### src/hw/rtl/tcw_pkg.sv
// Shared constants, types and helpers for the text console writer.
package tcw_pkg;

	localparam int COLUMNS  = 80;
	localparam int ROWS     = 25;
	localparam int CELLS    = COLUMNS * ROWS;
	localparam int COL_W    = $clog2(COLUMNS);
	localparam int ROW_W    = $clog2(ROWS);
	localparam int ADDR_W   = $clog2(CELLS);
	localparam int CELL_W   = 16;
	localparam int TAB_STOP = 8;
	localparam int TCNT_W   = 4;

	localparam logic [7:0]        ATTR_RESET   = 8'h07;
	localparam logic [7:0]        CH_SPACE     = 8'h20;
	localparam logic [7:0]        CH_NEWLINE   = 8'h0A;
	localparam logic [7:0]        CH_BACKSPACE = 8'h08;
	localparam logic [7:0]        CH_TAB       = 8'h09;
	localparam logic [CELL_W-1:0] RESET_CELL   = 16'h0720;

	localparam logic [1:0] MODE_WRITE = 2'd0;
	localparam logic [1:0] MODE_CLEAR = 2'd1;
	localparam logic [1:0] MODE_READ  = 2'd2;
	localparam logic [1:0] MODE_NOP   = 2'd3;

	localparam logic [1:0] REG_ATTR = 2'd0;

	typedef enum logic [3:0] {
		ST_INIT,
		ST_IDLE,
		ST_WRITE,
		ST_BSPACE,
		ST_SCROLL,
		ST_SCRL_END,
		ST_CLEAR,
		ST_READ,
		ST_RWAIT,
		ST_DONE
	} tcw_state_t;

	typedef struct packed {
		logic [6:0]  cursor_col;
		logic [4:0]  cursor_row;
		logic [10:0] cursor_linear;
		logic        scrolled;
		logic [15:0] cell_word;
	} tcw_result_t;

	typedef struct packed {
		logic              we;
		logic [ADDR_W-1:0] waddr;
		logic [CELL_W-1:0] wdata;
		logic [ADDR_W-1:0] raddr;
	} tcw_mem_req_t;

	function automatic logic [CELL_W-1:0] blank_cell(input logic [7:0] attr);
		return {attr, CH_SPACE};
	endfunction

endpackage

### src/hw/rtl/tcw_cmd_if.sv
// Input item channel: mode, character byte and cell index.
interface tcw_cmd_if;
	logic        valid;
	logic        ready;
	logic [1:0]  mode;
	logic [7:0]  char_code;
	logic [10:0] cell_index;

	modport source (output valid, output mode, output char_code, output cell_index,
		input ready);
	modport sink (input valid, input mode, input char_code, input cell_index,
		output ready);
endinterface

### src/hw/rtl/tcw_ctrl.sv
// Sequencer and cursor datapath: drives the screen RAM one cell per cycle.
module tcw_ctrl
	import tcw_pkg::*;
(
	input  logic              clk,
	input  logic              arst_n,
	tcw_cmd_if.sink           cmd,
	input  logic [7:0]        attr,
	output tcw_result_t       res,
	output logic              res_valid,
	input  logic              res_take,
	output tcw_mem_req_t      mem_req,
	input  logic [CELL_W-1:0] mem_rdata
);

	tcw_state_t        state_q, state_d;
	logic [ADDR_W-1:0] cnt_q;
	logic [COL_W-1:0]  col_q;
	logic [ROW_W-1:0]  row_q;
	logic [ADDR_W-1:0] pos_q;
	logic [TCNT_W-1:0] tcnt_q;
	logic              scrl_q;
	logic              cp_s1;
	logic [ADDR_W-1:0] cpa_s1;
	logic              cpb_s1;
	logic [7:0]        byte_q;
	logic [10:0]       idx_q;
	logic [15:0]       word_q;

	logic              accept;
	logic              col_last;
	logic              row_last;
	logic              cnt_last;
	logic              idx_ok;
	logic [ADDR_W:0]   src_addr;
	logic [ADDR_W-1:0] bottom_pos;

	assign accept     = cmd.valid && cmd.ready;
	assign col_last   = (col_q == COL_W'(COLUMNS - 1));
	assign row_last   = (row_q == ROW_W'(ROWS - 1));
	assign cnt_last   = (cnt_q == ADDR_W'(CELLS - 1));
	assign idx_ok     = ({1'b0, idx_q} < 12'(CELLS));
	assign src_addr   = {1'b0, cnt_q} + (ADDR_W + 1)'(COLUMNS);
	assign bottom_pos = ADDR_W'((ROWS - 1) * COLUMNS);

	// next state
	always_comb begin
		state_d = state_q;
		unique case (state_q)
			ST_INIT: begin
				if (cnt_last) state_d = ST_IDLE;
			end
			ST_IDLE: begin
				if (accept) begin
					unique case (cmd.mode)
						MODE_WRITE: begin
							if (cmd.char_code == CH_NEWLINE) begin
								state_d = row_last ? ST_SCROLL : ST_DONE;
							end else if (cmd.char_code == CH_BACKSPACE) begin
								state_d = ST_BSPACE;
							end else begin
								state_d = ST_WRITE;
							end
						end
						MODE_CLEAR: state_d = ST_CLEAR;
						MODE_READ:  state_d = ST_READ;
						MODE_NOP:   state_d = ST_DONE;
						default:    state_d = ST_DONE;
					endcase
				end
			end
			ST_WRITE: begin
				if (col_last && row_last) state_d = ST_SCROLL;
				else if (tcnt_q == TCNT_W'(1)) state_d = ST_DONE;
			end
			ST_SCROLL: begin
				if (cnt_last) state_d = ST_SCRL_END;
			end
			ST_SCRL_END: state_d = (tcnt_q != '0) ? ST_WRITE : ST_DONE;
			ST_BSPACE:   state_d = ST_DONE;
			ST_CLEAR: begin
				if (cnt_last) state_d = ST_DONE;
			end
			ST_READ:  state_d = ST_RWAIT;
			ST_RWAIT: state_d = ST_DONE;
			ST_DONE: begin
				if (res_take) state_d = ST_IDLE;
			end
			default: state_d = ST_IDLE;
		endcase
	end

	// outputs and RAM requests
	always_comb begin
		cmd.ready     = (state_q == ST_IDLE);
		res_valid     = (state_q == ST_DONE);
		mem_req.we    = 1'b0;
		mem_req.waddr = pos_q;
		mem_req.wdata = blank_cell(attr);
		mem_req.raddr = '0;
		unique case (state_q)
			ST_INIT: begin
				mem_req.we    = 1'b1;
				mem_req.waddr = cnt_q;
				mem_req.wdata = RESET_CELL;
			end
			ST_CLEAR: begin
				mem_req.we    = 1'b1;
				mem_req.waddr = cnt_q;
			end
			ST_WRITE: begin
				mem_req.we    = 1'b1;
				mem_req.wdata = {attr, byte_q};
			end
			ST_BSPACE: mem_req.we = 1'b1;
			ST_SCROLL: begin
				if (src_addr < (ADDR_W + 1)'(CELLS)) mem_req.raddr = src_addr[ADDR_W-1:0];
			end
			ST_READ: begin
				if (idx_ok) mem_req.raddr = ADDR_W'(idx_q);
			end
			default: ;
		endcase
		// moved row lands in the cycle after its read
		if (cp_s1) begin
			mem_req.we    = 1'b1;
			mem_req.waddr = cpa_s1;
			mem_req.wdata = cpb_s1 ? blank_cell(attr) : mem_rdata;
		end
	end

	assign res.cursor_col    = 7'(col_q);
	assign res.cursor_row    = 5'(row_q);
	assign res.cursor_linear = 11'(pos_q);
	assign res.scrolled      = scrl_q;
	assign res.cell_word     = word_q;

	always_ff @(posedge clk or negedge arst_n) begin
		if (!arst_n) begin
			state_q <= ST_INIT;
			cnt_q   <= '0;
			col_q   <= '0;
			row_q   <= '0;
			pos_q   <= '0;
			tcnt_q  <= '0;
			scrl_q  <= 1'b0;
			cp_s1   <= 1'b0;
		end else begin
			state_q <= state_d;
			cp_s1   <= (state_q == ST_SCROLL);
			unique case (state_q)
				ST_INIT, ST_CLEAR, ST_SCROLL: cnt_q <= cnt_q + ADDR_W'(1);
				ST_IDLE: begin
					if (accept) begin
						// a newline on the bottom row scrolls right away
						scrl_q <= (cmd.mode == MODE_WRITE) && (cmd.char_code == CH_NEWLINE)
							&& row_last;
						cnt_q  <= '0;
						if (cmd.mode == MODE_WRITE) begin
							if (cmd.char_code == CH_NEWLINE) begin
								col_q  <= '0;
								tcnt_q <= '0;
								if (row_last) begin
									pos_q  <= bottom_pos;
								end else begin
									row_q <= row_q + ROW_W'(1);
									pos_q <= pos_q + ADDR_W'(COLUMNS) - ADDR_W'(col_q);
								end
							end else if (cmd.char_code == CH_BACKSPACE) begin
								// step back, wrapping to the end of the row above
								if (col_q != '0) begin
									col_q <= col_q - COL_W'(1);
									pos_q <= pos_q - ADDR_W'(1);
								end else if (row_q != '0) begin
									row_q <= row_q - ROW_W'(1);
									col_q <= COL_W'(COLUMNS - 1);
									pos_q <= pos_q - ADDR_W'(1);
								end
							end else if (cmd.char_code == CH_TAB) begin
								tcnt_q <= TCNT_W'(TAB_STOP) - {1'b0, col_q[2:0]};
							end else begin
								tcnt_q <= TCNT_W'(1);
							end
						end else if (cmd.mode == MODE_CLEAR) begin
							col_q <= '0;
							row_q <= '0;
							pos_q <= '0;
						end
					end
				end
				ST_WRITE: begin
					tcnt_q <= tcnt_q - TCNT_W'(1);
					if (!col_last) begin
						col_q <= col_q + COL_W'(1);
						pos_q <= pos_q + ADDR_W'(1);
					end else if (!row_last) begin
						col_q <= '0;
						row_q <= row_q + ROW_W'(1);
						pos_q <= pos_q + ADDR_W'(1);
					end else begin
						col_q  <= '0;
						pos_q  <= bottom_pos;
						scrl_q <= 1'b1;
						cnt_q  <= '0;
					end
				end
				default: ;
			endcase
		end
	end

	always_ff @(posedge clk) begin
		cpa_s1 <= cnt_q;
		cpb_s1 <= (cnt_q >= ADDR_W'(CELLS - COLUMNS));
		if (accept) begin
			idx_q  <= cmd.cell_index;
			word_q <= '0;
			byte_q <= (cmd.char_code == CH_TAB) ? CH_SPACE : cmd.char_code;
		end else if (state_q == ST_RWAIT) begin
			word_q <= idx_ok ? mem_rdata : '0;
		end
	end

endmodule

### src/flat_wrapper.sv
// flat-port wrapper written by rule: the top's interface ports become plain ports
module tcw_ctrl_flat import tcw_pkg::*;
  (clk, arst_n, attr, res, res_valid, res_take, mem_req, mem_rdata, cmd_valid, cmd_mode, cmd_char_code, cmd_cell_index, cmd_ready);
  tcw_cmd_if cmd_i ();
  input  logic clk;
  input  logic arst_n;
  input  logic [7:0] attr;
  output tcw_result_t res;
  output logic res_valid;
  input  logic res_take;
  output tcw_mem_req_t mem_req;
  input  logic [CELL_W-1:0] mem_rdata;
  input wire logic [$bits(cmd_i.valid)-1:0] cmd_valid;
  input wire logic [$bits(cmd_i.mode)-1:0] cmd_mode;
  input wire logic [$bits(cmd_i.char_code)-1:0] cmd_char_code;
  input wire logic [$bits(cmd_i.cell_index)-1:0] cmd_cell_index;
  output wire logic [$bits(cmd_i.ready)-1:0] cmd_ready;
  assign cmd_i.valid = cmd_valid;
  assign cmd_i.mode = cmd_mode;
  assign cmd_i.char_code = cmd_char_code;
  assign cmd_i.cell_index = cmd_cell_index;
  assign cmd_ready = cmd_i.ready;
  tcw_ctrl u_core (.clk(clk), .arst_n(arst_n), .cmd(cmd_i), .attr(attr), .res(res), .res_valid(res_valid), .res_take(res_take), .mem_req(mem_req), .mem_rdata(mem_rdata));
endmodule
### config.mk
export PLATFORM = sky130hd
export DESIGN_NAME = tcw_ctrl_flat
export DESIGN_NICKNAME = d
export VERILOG_FILES = /design/src/hw/rtl/tcw_pkg.sv /design/src/hw/rtl/tcw_cmd_if.sv /design/src/hw/rtl/tcw_ctrl.sv /design/src/flat_wrapper.sv
export SDC_FILE = /design/constraint.sdc
export NUM_CORES = 1
export LEC_CHECK = 0
export ABC_AREA = 1
export BUFFER_PORTS_ARGS = -buffer_cell sky130_fd_sc_hd__buf_2
export CORE_MARGIN = 5
export CORE_UTILIZATION = 45
export DETAILED_ROUTE_END_ITERATION = 7
export PLACE_DENSITY = 0.67
export SYNTH_ARGS = -nofsm -noshare
export SYNTH_HDL_FRONTEND = slang
export SYNTH_SLANG_ARGS = --single-unit
### constraint.sdc
create_clock -name clk -period 2.6 [get_ports clk]
set_clock_uncertainty 0.15 [all_clocks]
set_input_delay 0.26 -clock clk [delete_from_list [all_inputs] [get_ports clk]]
set_output_delay 0.26 -clock clk [all_outputs]
set_load 0.01 [all_outputs]
==> run metrics, run 1 <==
Power Density roughly 1100 nW/um^2; first-pass GRT wire length around 31000 um; final count of pins violating max slew 0; slowest stage delay, CP 0.46 ns; largest cells by area after synthesis dfrtp_1, nand2_1, edfxtp_1; Yosys top cell area share between 15 and 20%; Tcrit/Tclk final 94.0%; Top Usage Layer GRT met2; Max IR drop VDD around 0.5 mV; Chip Height 132 um; worst-margin pin slew around 0.53 ns; cells along the critical path ha_2, nor2_1, nor2_1, nor2_1, nand2_1, nor2_1, nand3_1, nand2_2, o21ai_0, buf_2; met3 usage in global routing 4.24%; Fin Hold WS around 0.016 ns; number of synthesized flops with an enable pin 19; Die Wd around 130 um; largest net degree at the start of global routing 33; clk sinks 91; Finish-stage setup viols 0; fin crit period between 2 and 2.5 ns; Max-Cap Viols 0; worst setup path category flop to output port; crit start category flop; slew margin rel. between 60% and 70%; pre-CTS WS roughly 0.19 ns; hold endpoint u_core.word_q[14]; CTS tree yes; hpwl dp around 15000 um; IO Count 130; syn_nets between 1000 and 1500; mux contribution to synthesized area 0%; status finished, final reports clean; worst setup margin 0.155 ns; Reg clk slew, reported paths about 0.070 ns; post-route core utilization approximately 56%; worst path required time between 2 and 2.5 ns; htree depth 3; core area ~15000 sq um; Crit. End Element output port; grt met1 use 29.6%; worst hold stages 3; xor and xnor fraction of the mapped netlist area 3.82%; # port buffers about 130; Hold Crit Class input pin to flop; drc violations 0; Num CTS Buffers 9; Clock Tree Buf Depth 2; FF-to-FF Start u_core.col_q[3]; Iter 0 DRT Violations roughly 480; Leak approximately 4.1 nW; Pre-Repair DR Iteration Count 5; Total GRT Usage 21.6%; family with the most delay on the worst path simple AND/OR/NAND/NOR gates; n_diodes 0; Synth cell types 48; path depth of the worst reg2reg path 11; CP Data Arrival Time slightly above 2 ns; CP Buf/Inv Count 1; drt via density ~5.2; Yosys reg bits 91; number of global-route vias before repair 6190; Async SR Flop Fraction 48.4%; crit path max fanout 11; GPL Wtd Cong around 0.88; routed wire length about 19000 um; mapped cell area 6660 sq um; Main synth FF type dfrtp_1; worst reg2reg endpoint u_core.pos_q[6]; TNS Setup 0 ns; via count between 6000 and 7000; Post-Layout Cell Count approximately 1300; Seq/Total Area, Yosys about a third; Final Hold Vio Count 0; post-synthesis simple-gate area fraction between 30% and 40%; clk_lat worst skew between 0.3 and 0.4 ns; Top cell by count, worst path nor2_1; CP max-delay cell dfrtp_2; Root Buffer clkbuf_16; hold_sp mem_rdata[14]; Die ar. 17300 sq um; Mean Syn Cell Area 7.07 sq um; Max Fclk just over 400 MHz; nets 1179; initial antenna violation count 0; main combinational cell family by area after synthesis simple AND/OR/NAND/NOR gates; Antenna Nets Post-Route 0; row count 44; post-DR wirelength/cell around 15 um; initial core utilization between 40% and 50%; layout cell share with drive strength beyond 1 20.7%; met2 global-route usage 34.6%; Fillers roughly 1400; area leader, netlist dfrtp_1; area added between synthesis and finish 21.3%; footprint of the multi-input gates 3830 sq um; compound-cell area share of the yosys netlist 14.3%; RSZ-0062 raised after global routing no; Post-Synth Adder-Cell Area approximately 7.4%; Mapped Cells about 940; Register Area between 2000 and 2500 sq um; Placed Cells 1246; gr ovfl total 0; synth warn 0; reg-to-reg setup timing slack approximately 0.17 ns
layout by cell type (no fill, tap or decap), drive strengths merged, types with 3 or more instances in the layout:
cell type and count:
nand2 261, buf 157, inv 113, nor2 100, o21ai 83, nand3 81
dfrtp 44, ha 38, a21oi 36, dfxtp 28, xor2 23, edfxtp 19
dlygate4sd3 17, nand4 13, a31oi 11, o22ai 10, clkbuf 10, nor3 8
o31ai 7, a32o 7, xnor2 6, or2 4, o211ai 3, o21a 3
clkinv 3
area by class of cell:
| cell class | count | share of cell area [%] |
|---|---|---|
| Multi-Input combinational cell | 702 | 47.5 |
| Sequential cell | 91 | 27.7 |
| Timing Repair Buffer | 174 | 12.7 |
| Inverter | 113 | 5.39 |
| Clock buffer | 10 | 2.96 |
| Tap cell | 184 | 2.85 |
| Clock inverter | 6 | 0.899 |
state kept, by name (all words and copies together) (netlist names):
| signal | flops |
|---|---|
| u_core.cpb_s1 | 1 |
| u_core.state_q | 4 |
| u_core.cp_s1 | 1 |
| u_core.tcnt_q | 4 |
| u_core.col_q | 7 |
| u_core.word_q | 16 |
| u_core.cpa_s1 | 11 |
| u_core.pos_q | 11 |
| u_core.cnt_q | 11 |
| u_core.scrl_q | 1 |
| u_core.byte_q | 8 |
| u_core.idx_q | 11 |
| u_core.row_q | 5 |
logic make-up after synthesis:
family                   after synthesis
AO/OA/AOI/OAI                        164
XOR/XNOR                              29
adder cells (fa/ha/maj)               39
buffers and inverters                148
flip-flops                            91
AND/OR/NAND/NOR                      470
metal layers:
layer	share of wire (%)	up-vias
li1	-	3383
met4	2.0	0
met2	46	207
met3	6.0	22
met1	46	3045
met5	0	-
worst min-delay path: stages:
cell,delay [ns]
buf_2,0.11
nand2_1,0.06
a21oi_1,0.05
report_power, final:
group,internal (mW),leakage [nW],total [mW],switching [mW]
Clock,0.780,0.149,1.38,0.596
Combinational,1.80,2.92,4.97,3.17
Sequential,1.85,0.990,2.18,0.330
through the flow:
step	instance area [sq um]	power, mW
2_1_floorplan	6660	5.68
3_5_place_dp	7560	7.12
5_1_grt	8070	9.30
6_report	8070	8.53
3_3_place_gp	7560	7.06
4_1_cts	8040	8.54
repair_timing:
item                       in CTS  in global routing
hold endpoints to repair       39                  0
hold buffers                   17                  0
setup endpoints to repair      11                 13
buffers inserted                0                  1
resized for setup               3                 13
Yosys cell counts, types with 3 or more instances:
library cell  instances
clkbuf_1             19
o211ai_1              3
ha_1                 38
nor2_4                5
o21a_1                3
dfrtp_1              44
nand2_2              10
nand3_1              79
nor3_1                7
xnor2_1               6
buf_6                 5
a32o_1                7
a31oi_1              11
a21oi_1              36
nand4_1              12
buf_2                 5
or2_2                 4
o21ai_0              70
o22ai_1              10
nand2_1             247
nand2_4               3
dfxtp_1              28
inv_1               103
nor2_1               91
xor2_1               23
inv_2                 8
o31ai_1               7
clkbuf_2              4
edfxtp_1             19
o21ai_1              11
worst max-delay path by stage:
stage	endpoint	depth (start not counted)	startpoint	slack, ns
after floorplan	u_core.pos_q[6]	11	u_core.col_q[3]	0.19
final	mem_req[7]	10	u_core.cnt_q[4]	0.16
after global routing	u_core.pos_q[6]	11	u_core.col_q[3]	0.009
after CTS	mem_req[7]	8	u_core.cnt_q[4]	0.03
after detailed placement	u_core.pos_q[7]	12	u_core.col_q[1]	0.19
after global placement	u_core.pos_q[6]	11	u_core.col_q[3]	0.25
(Power assumes the default switching activity.)
==> run 2: changes to the inputs <==
clock period = 2.9 ns   (was 2.6 ns; I/O delays follow)
==> run metrics, run 2 (synthesis gave the netlist of run 1 again) <==
clk_lat worst skew 0.35 ns (about the same); Placed Area 7450 sq um (-1.4%); drt via density 5.23 (+0.47%); n_diodes 0 (unchanged); slew margin rel. 50.5% (-14 points); worst hold stages 1 (-2); Hold Crit Class input pin to flop; row count 44 (unchanged); FF-to-FF Start u_core.pos_q[0]; fin crit period 2.63 ns; Leak 4.02 nW (-1.0%); via count 6610 (-0.71%); commonest non-fill, non-tap cells in the layout nand2_1, buf_2, inv_1, nor2_1, nand3_1; worst-margin pin slew 0.742 ns (+0.211 ns); crit path max fanout 11 (unchanged); status finished, final reports clean; commonest non-fill, non-tap cell in the layout nand2_1; Fin Hold WS 0.0163 ns (-0.0000909 ns); worst path required time 2.46 ns (+0.27 ns); worst setup path category flop to output port; Biggest register u_core.word_q; TNS Setup 0 ns (unchanged); cells along the critical path ha_1, o21ai_1, xor2_1, nor2_1, nand3_1, nand2_2, o21ai_0, buf_2; initial antenna violation count 0 (unchanged); nets 1164 (-1.3%); hold_sp cmd_char_code[1]; CP Buf/Inv Count 1 (unchanged); layout cell share with drive strength beyond 1 18.9% (-1.8 points); GPL Wtd Cong 0.914 (+4.1%); Max Fclk 381 MHz; Die Wd 132 um (unchanged); htree depth 3 (unchanged); area added between synthesis and finish 19.5%; reg-to-reg setup timing slack 0.35 ns (+0.18 ns); clk sinks 91 (unchanged); Iter 0 DRT Violations 482 (unchanged); number of global-route vias before repair 6056 (-2.2%); routed wire length 18900 um (-0.24%); Root Buffer clkbuf_16; internal power 3.99 mW (-10%); initial core utilization 45.8% (unchanged); Power Density 959 nW/um^2 (-9.2%); max FFs per register 16 (unchanged); first-pass GRT wire length 31100 um (-0.90%); crit start category flop; hpwl dp 14500 um (-0.33%); slowest stage delay, CP 0.47 ns (about the same); Total GRT Usage 21.4% (-0.17 points); Chip Height 132 um (unchanged); post-DR wirelength/cell 14.9 um (+0.94%); core area 14500 sq um (unchanged); Max IR drop VDD 0.474 mV (-4.7%); Clk network pwr share 17.5% (+1.4 points); Clock Tree Buf Depth 2 (unchanged); CP Data Arrival Time 2.19 ns (+0.16 ns); Finish-stage setup viols 0 (unchanged); Final Hold Vio Count 0 (unchanged); CTS tree yes; switch share 47.7% (-0.30 points); Antenna Nets Post-Route 0 (unchanged); Pre-Repair DR Iteration Count 5 (unchanged); Num CTS Buffers 9 (unchanged); drc violations 0 (unchanged); Reg clk slew, reported paths 0.07 ns (about the same); # port buffers 129 (unchanged); Crit. End Element output port; RSZ-0062 raised after global routing no; Comb pwr share 56.0% (-2.3 points); Flop pwr share 26.5% (+0.9 points); NetSw 3.64 mW (-11%); largest net degree at the start of global routing 33 (unchanged); family with the most delay on the worst path flip-flops; Tcrit/Tclk final 90.6%; worst reg2reg endpoint u_core.pos_q[7]; hold endpoint u_core.byte_q[1]; path depth of the worst reg2reg path 13 (+2); Design Area, Final 7960 sq um (-1.5%); IO Count 130 (unchanged); Max-Cap Viols 0 (unchanged); final count of pins violating max slew 0 (unchanged); Die ar. 17300 sq um (unchanged); gr ovfl total 0 (unchanged); CP max-delay cell dfrtp_1
run 2: power by group through the flow:
| stage | Combinational, mW | Clock, mW | Sequential, mW |
|---|---|---|---|
| final | 4.27 | 1.34 | 2.02 |
| after global routing | 4.86 | 1.41 | 2.07 |
| after CTS | 4.29 | 1.36 | 2.02 |
| after detailed placement | 4.24 | 0 | 2.04 |
| after global placement | 4.24 | 0 | 2.03 |
| after floorplan | 3.08 | 0 | 2.02 |
run 2: stage by stage:
step | power (mW) | setup WS, ns | std cells | utilization [%]
after global placement | 6.27 | 0.462 | 1232 | 51.3
final | 7.63 | 0.274 | 1265 | 54.7
after floorplan | 5.09 | 0.494 | 941 | -
after global routing | 8.34 | 0.0560 | 1265 | 54.7
after detailed placement | 6.29 | 0.387 | 1232 | 51.3
after CTS | 7.67 | 0.133 | 1264 | 54.7
run 2: how the worst max path moves through the flow:
| stage | from | end | slack, ns | cells past startpoint |
|---|---|---|---|---|
| 2_1_floorplan | u_core.col_q[3] | u_core.pos_q[6] | 0.49 | 11 |
| 3_3_place_gp | u_core.col_q[3] | u_core.pos_q[6] | 0.46 | 11 |
| 3_5_place_dp | u_core.pos_q[0] | u_core.pos_q[7] | 0.39 | 13 |
| 4_1_cts | u_core.cnt_q[4] | mem_req[7] | 0.13 | 8 |
| 5_1_grt | u_core.cnt_q[4] | mem_req[7] | 0.06 | 8 |
| 6_report | u_core.cnt_q[4] | mem_req[7] | 0.27 | 8 |
run 2: what timing repair did:
item / 4_1_cts / 5_1_grt
setup buffers: 0 / 1
setup endpoints to repair: 0 / 11
resized for setup: 0 / 5
hold endpoints to repair: 33 / 0
hold buffers: 16 / 0
run 2: cell type report:
cell class | instances | area [sq um]
timing repair buffer | 159 | 911
clock inverter | 6 | 95.1
tap | 184 | 230
clock buffer | 10 | 239
fill | 1445 | 6580
multi-input combinational | 702 | 3820
sequential | 91 | 2230
inverter | 113 | 432
run 2: metal layers:
metal  part of all wire (%)  vias up  global-route usage [%]  routed length (um)
li1                       -     3365                       -                   -
met1                     47     3024                    29.4                8780
met2                     45      202                    34.5                8580
met3                    6.6       19                    4.89                1250
met4                    1.3        0                    4.80                 250
met5                      0        -                       0                   0
